## src/sv/vdi_pkg.sv

```systemverilog
// package: constants, types and float compare for the vertex dedup indexer
package vdi_pkg;

    localparam int TABLE_DEPTH = 1024;
    localparam int IDX_W       = $clog2(TABLE_DEPTH);
    localparam int CNT_W       = $clog2(TABLE_DEPTH + 1);
    localparam int OUT_IDX_W   = 10;
    localparam int FIELD_N     = 8;
    localparam int FIELD_W     = 32;
    localparam int ENTRY_W     = FIELD_N * FIELD_W;

    // configuration register indexes
    localparam logic CFG_NORMALS   = 1'b0;
    localparam logic CFG_TEXCOORDS = 1'b1;

    typedef logic [FIELD_W-1:0] t_field;
    typedef t_field t_entry [FIELD_N];

    // word handed from cell to cell along the compare chain
    typedef struct packed {
        logic                 valid;
        logic                 last;
        logic                 match;
        logic [IDX_W-1:0]     idx;
        logic [ENTRY_W-1:0]   entry;
    } t_tok;

    // float equality: nan never equal, +0 equals -0
    function automatic logic feq(input t_field a, input t_field b);
        logic [FIELD_W-2:0] ma;
        logic [FIELD_W-2:0] mb;
        ma = a[FIELD_W-2:0];
        mb = b[FIELD_W-2:0];
        if (ma > 31'h7F80_0000 || mb > 31'h7F80_0000) begin
            return 1'b0;
        end
        if (ma == '0 && mb == '0) begin
            return 1'b1;
        end
        return a == b;
    endfunction

endpackage

```

## src/sv/vdi_cell.sv

```systemverilog
// compare cell: checks one field of a stored entry and hands the word on
module vdi_cell (
    input  logic                  i_clk,
    input  logic                  i_rst_n,
    input  logic                  i_kill,
    input  logic                  i_en,
    input  vdi_pkg::t_field       i_q,
    input  vdi_pkg::t_field       i_efield,
    input  vdi_pkg::t_tok         i_tok,
    output vdi_pkg::t_tok         o_tok
);
    vdi_pkg::t_tok r_tok;

    always_ff @(posedge i_clk) begin
        if (!i_rst_n || i_kill) begin
            r_tok.valid <= 1'b0;
        end else begin
            r_tok.valid <= i_tok.valid;
        end
        r_tok.last  <= i_tok.last;
        r_tok.idx   <= i_tok.idx;
        r_tok.entry <= i_tok.entry;
        r_tok.match <= i_tok.match & (~i_en | vdi_pkg::feq(i_efield, i_q));
    end

    assign o_tok = r_tok;
endmodule

```

## config.mk

```make
export PLATFORM = sky130hd
export DESIGN_NAME = vdi_cell
export DESIGN_NICKNAME = d
export VERILOG_FILES = /design/src/sv/vdi_pkg.sv /design/src/sv/vdi_cell.sv
export SDC_FILE = /design/constraint.sdc
export NUM_CORES = 1
export LEC_CHECK = 0
export ABC_AREA = 1
export BUFFER_PORTS_ARGS = -buffer_cell sky130_fd_sc_hd__buf_2
export CORE_AREA = 2 2 238 240
export CTS_BUF_LIST = sky130_fd_sc_hd__clkbuf_8
export DETAILED_ROUTE_END_ITERATION = 10
export DIE_AREA = 0 0 240 242
export GPL_ROUTABILITY_DRIVEN = 1
export HOLD_SLACK_MARGIN = 0.03
export MAX_ROUTING_LAYER = met4
export PLACE_DENSITY = 0.32
export SLEW_MARGIN = 10
export SYNTH_ARGS = -nofsm -noshare
export SYNTH_HDL_FRONTEND = slang
export SYNTH_SLANG_ARGS = --single-unit
```

## constraint.sdc

```tcl
create_clock -name i_clk -period 1.45 [get_ports i_clk]
set_clock_uncertainty 0.2 [all_clocks]
set_input_delay 0.145 -clock i_clk [delete_from_list [all_inputs] [get_ports i_clk]]
set_output_delay 0.145 -clock i_clk [all_outputs]
set_load 0.02 [all_outputs]
```

==> results of run 1 <==
metrics by stage:
stage	instances	setup TNS, ns	setup slack (ns)
3_3_place_gp	1807	-0.0671	-0.0671
3_5_place_dp	1807	-0.0139	-0.0139
2_1_floorplan	444	0	0.396
cell families after synthesis:
family | synth area share (%)
AOI/OAI and AO/OA | 0.223
xor gates and xnor gates | 2.84
buffers and inverters | 1.52
DFF | 87.2
and+or+nand+nor | 8.21
Yosys cell counts (all sizes together):
| cell | n |
|---|---|
| nand2 | 70 |
| xnor2 | 20 |
| inv | 25 |
| nor2 | 44 |
| nand4 | 5 |
| nand3 | 7 |
| nor3 | 2 |
| a21oi | 1 |
| dfxtp | 269 |
| o21ai | 1 |
==> results.sh, run 1 <==
export IMPL_clk_path_buf_depth=3
export IMPL_hpwl_um=26000
export IMPL_lastStage="4_1_cts"
export IMPL_ctsResizeCount=816
export IMPL_status="aborted with a tool error"
export IMPL_firstError="[ERROR RSZ-0060] Max buffer count reached."
export IMPL_synth_top_area_cell="dfxtp_1"
export IMPL_yosys_cell_types_count=12
export IMPL_die_h_um=242
export IMPL_synth_area_leaders="dfxtp_1 (87%), nand2_1 (4.3%), xnor2_1 (2.8%)"
export IMPL_seq_area_frac_synth_pct=87.2
export IMPL_clockRootBuffer="clkbuf_8"
export IMPL_avgSynthCellArea_um2=13.9
export IMPL_start_util_pct=11.1
export IMPL_cts_sinks=269
export IMPL_cts_buffers=51
export IMPL_yosysWarnings=0
export IMPL_die_x_um=240
export IMPL_syn_area_mm2=0.00617
export IMPL_ios=606
export IMPL_cts_setup_buffers=0
export IMPL_gp_congestion=0.802
export IMPL_port_buffers=605
export IMPL_syn_nets=781
export IMPL_place_area_mm2=0.0102
export IMPL_num_rows=87
export IMPL_syn_inst=444
export IMPL_htree_levels=2
export IMPL_synth_seq_cells=269
export IMPL_yosys_area_top_type_share_pct=87.2
export IMPL_cts_hold_fix_buffers=381
==> run 2, diff against run 1 <==
==> config.mk (replaced) <==
export PLATFORM = sky130hd
export DESIGN_NAME = vdi_cell
export DESIGN_NICKNAME = d
export VERILOG_FILES = /design/src/sv/vdi_pkg.sv /design/src/sv/vdi_cell.sv
export SDC_FILE = /design/constraint.sdc
export NUM_CORES = 1
export LEC_CHECK = 0
export ABC_AREA = 1
export BUFFER_PORTS_ARGS = -buffer_cell sky130_fd_sc_hd__buf_2
export CORE_AREA = 2 2 234 236
export DETAILED_ROUTE_END_ITERATION = 10
export DIE_AREA = 0 0 236 238
export GPL_ROUTABILITY_DRIVEN = 1
export PLACE_DENSITY_LB_ADDON = 0.15
export SLEW_MARGIN = 10
export SYNTH_ARGS = -nofsm -noshare
export SYNTH_HDL_FRONTEND = slang
export SYNTH_SLANG_ARGS = --single-unit
==> run 2 against run 1 <==
Net effect: the flow now finishes without violations; area after synthesis stayed put; synthesized cell count unchanged.
==> results.sh, run 2 <==
export IMPL_first_global_vias=7110
export IMPL_seq_area_frac_synth_pct=87.2
export IMPL_ant_nets=0
export IMPL_status="finished clean"
export IMPL_setup_ws_ns=0.0623
export IMPL_syn_area_mm2=0.00617
export IMPL_relSlewSlack_pct=77.3
export IMPL_antenna_found_initial=6
export IMPL_hpwl_um=25600
export IMPL_ir_worst_vdd_v=0.000756
export IMPL_synth_area_leaders="dfxtp_1 (87%), nand2_1 (4.3%), xnor2_1 (2.8%)"
export IMPL_worstHoldPathCells=10
export IMPL_nets=1716
export IMPL_path_cells="buf_2"
export IMPL_synth_seq_cells=269
export IMPL_path_buf_inv=1
export IMPL_clk_path_buf_depth=3
export IMPL_cp_max_fo=1
export IMPL_largest_reg_flops=269
export IMPL_fin_crit_ns=1.39
export IMPL_synth_edf_count=0
export IMPL_cts_buffers=34
export IMPL_die_h_um=238
export IMPL_yosys_cell_types_count=12
export IMPL_rsz0062_at_grt="false"
export IMPL_crit_required_ns=1.11
export IMPL_avgSynthCellArea_um2=13.9
export IMPL_synth_async_reset_ratio_pct=0
export IMPL_design_area_mm2=0.0143
export IMPL_setup_tns_ns=0
export IMPL_htree_levels=2
export IMPL_cts_setup_buffers=0
export IMPL_cap_violations=0
export IMPL_syn_inst=444
export IMPL_hold_path_class="in2reg"
export IMPL_synth_top_area_cell="dfxtp_1"
export IMPL_syn_to_final_growth_pct=131
export IMPL_gp_congestion=0.763
export IMPL_drt_iter0_markers=121
export IMPL_syn_nets=781
export IMPL_place_area_mm2=0.0101
export IMPL_grt_util_all_layers_pct=11.1
export IMPL_firstDrtPassIters=4
export IMPL_grt_pass1_wl_um=45400
export IMPL_fmaxAchievable_mhz=721
export IMPL_wirelength_um=32500
export IMPL_slowest_delay_ns=0.30
export IMPL_layout_cells_most_common="buf_2"
export IMPL_hold_viol_final=0
export IMPL_mostFrequentLayoutCells="buf_2 (582), dlygate4sd3_1 (289), dfxtp_1 (263)"
export IMPL_cp_arrival_ns=1.04
export IMPL_post_place_ws_ns=-0.113
export IMPL_cp_start_kind="flip-flop"
export IMPL_vias=6616
export IMPL_grt_start_max_net_pins=14
export IMPL_die_x_um=236
export IMPL_clk_pin_slew_ns=0.06
export IMPL_cts_tree="done"
export IMPL_clockRootBuffer="clkbuf_16"
export IMPL_die_area_mm2=0.0562
export IMPL_crit_family="flip-flops"
export IMPL_grt_overflow=0
export IMPL_numPlacedInstances=1753
export IMPL_path_class="reg2out"
export IMPL_port_buffers=605
export IMPL_num_rows=85
export IMPL_yosysWarnings=0
export IMPL_slew_viol_final=0
export IMPL_tightest_slew_ns=0.339
export IMPL_yosys_area_top_type_share_pct=87.2
export IMPL_power_density_mw_per_mm2=1340
export IMPL_final_core_util_pct=26.7
export IMPL_via_per_inst=3.14
export IMPL_drcViolationCount=0
export IMPL_post_drt_wl_per_cell_um=15.5
export IMPL_final_cells=2104
export IMPL_synthMostInstantiatedCell="dfxtp_1"
export IMPL_synthFlopType="dfxtp_1"
export IMPL_critPathCaptureType="primary output"
export IMPL_setup_viol=0
export IMPL_cts_sinks=269
export IMPL_drive_gt1_share_pct=48.4
export IMPL_synthTopCellsByCount="dfxtp_1 (269), nand2_1 (70), nor2_1 (43)"
export IMPL_worstSetupPathDepth=1
export IMPL_ios=606
export IMPL_core_area_mm2=0.0535
export IMPL_fin_crit_sh_pct=95.7
export IMPL_slowest_stage="dfxtp_1"
export IMPL_cellLeakagePower_nw=6.89
export IMPL_hold_slack_ns=0.0474
export IMPL_p_total_mw=19.1
export IMPL_start_util_pct=11.5
[run 2: cell counts after synthesis]
No cell type changed its count.
[run 2: kinds of logic after synthesis]
group	count (synthesis)	share of synthesized area, %
AO/OA/AOI/OAI	2	0.223
XOR/XNOR	20	2.84
buffers and inverters	25	1.52
flip-flops	269	87.2
AND/OR/NAND/NOR	128	8.21
[run 2: area by class of cell]
cell class | count | area [um^2]
fillers | 5689 | 39200
repair buffers | 899 | 6020
flip-flops and latches | 269 | 5390
clock buffers | 43 | 955
well taps | 696 | 871
multi-input cells | 150 | 698
clock inverters | 19 | 241
inverters | 25 | 93.8
diodes | 3 | 7.51
[run 2: worst paths after layout]
kind	from	end	slack, ns
max	o_tok[261]	o_tok[261]	0.06
min	i_q[7]	o_tok[266]	0.05
[run 2: layer usage]
layer	vias to the layer above	wire (um)	track usage (%)
met5	-	26	0
met4	4	1560	5.54
met3	64	2970	4.44
met2	358	16900	20.5
met1	2946	11100	10.6
li1	3244	-	-
[run 2: repair_timing]
action                                  CTS  global route
resized for setup                        19             9
endpoints found under the setup margin   15             7
pin swaps                                 0             2
cloned                                    0             0
hold endpoints to repair                269             0
hold buffers                            290             0
[run 2: report_power, final]
group          switching, mW  internal, mW
sequential            0.0948          7.79
clock                   3.48          5.45
combinational           1.14          1.18
Note: power is estimated with default switching activity, not from simulation.
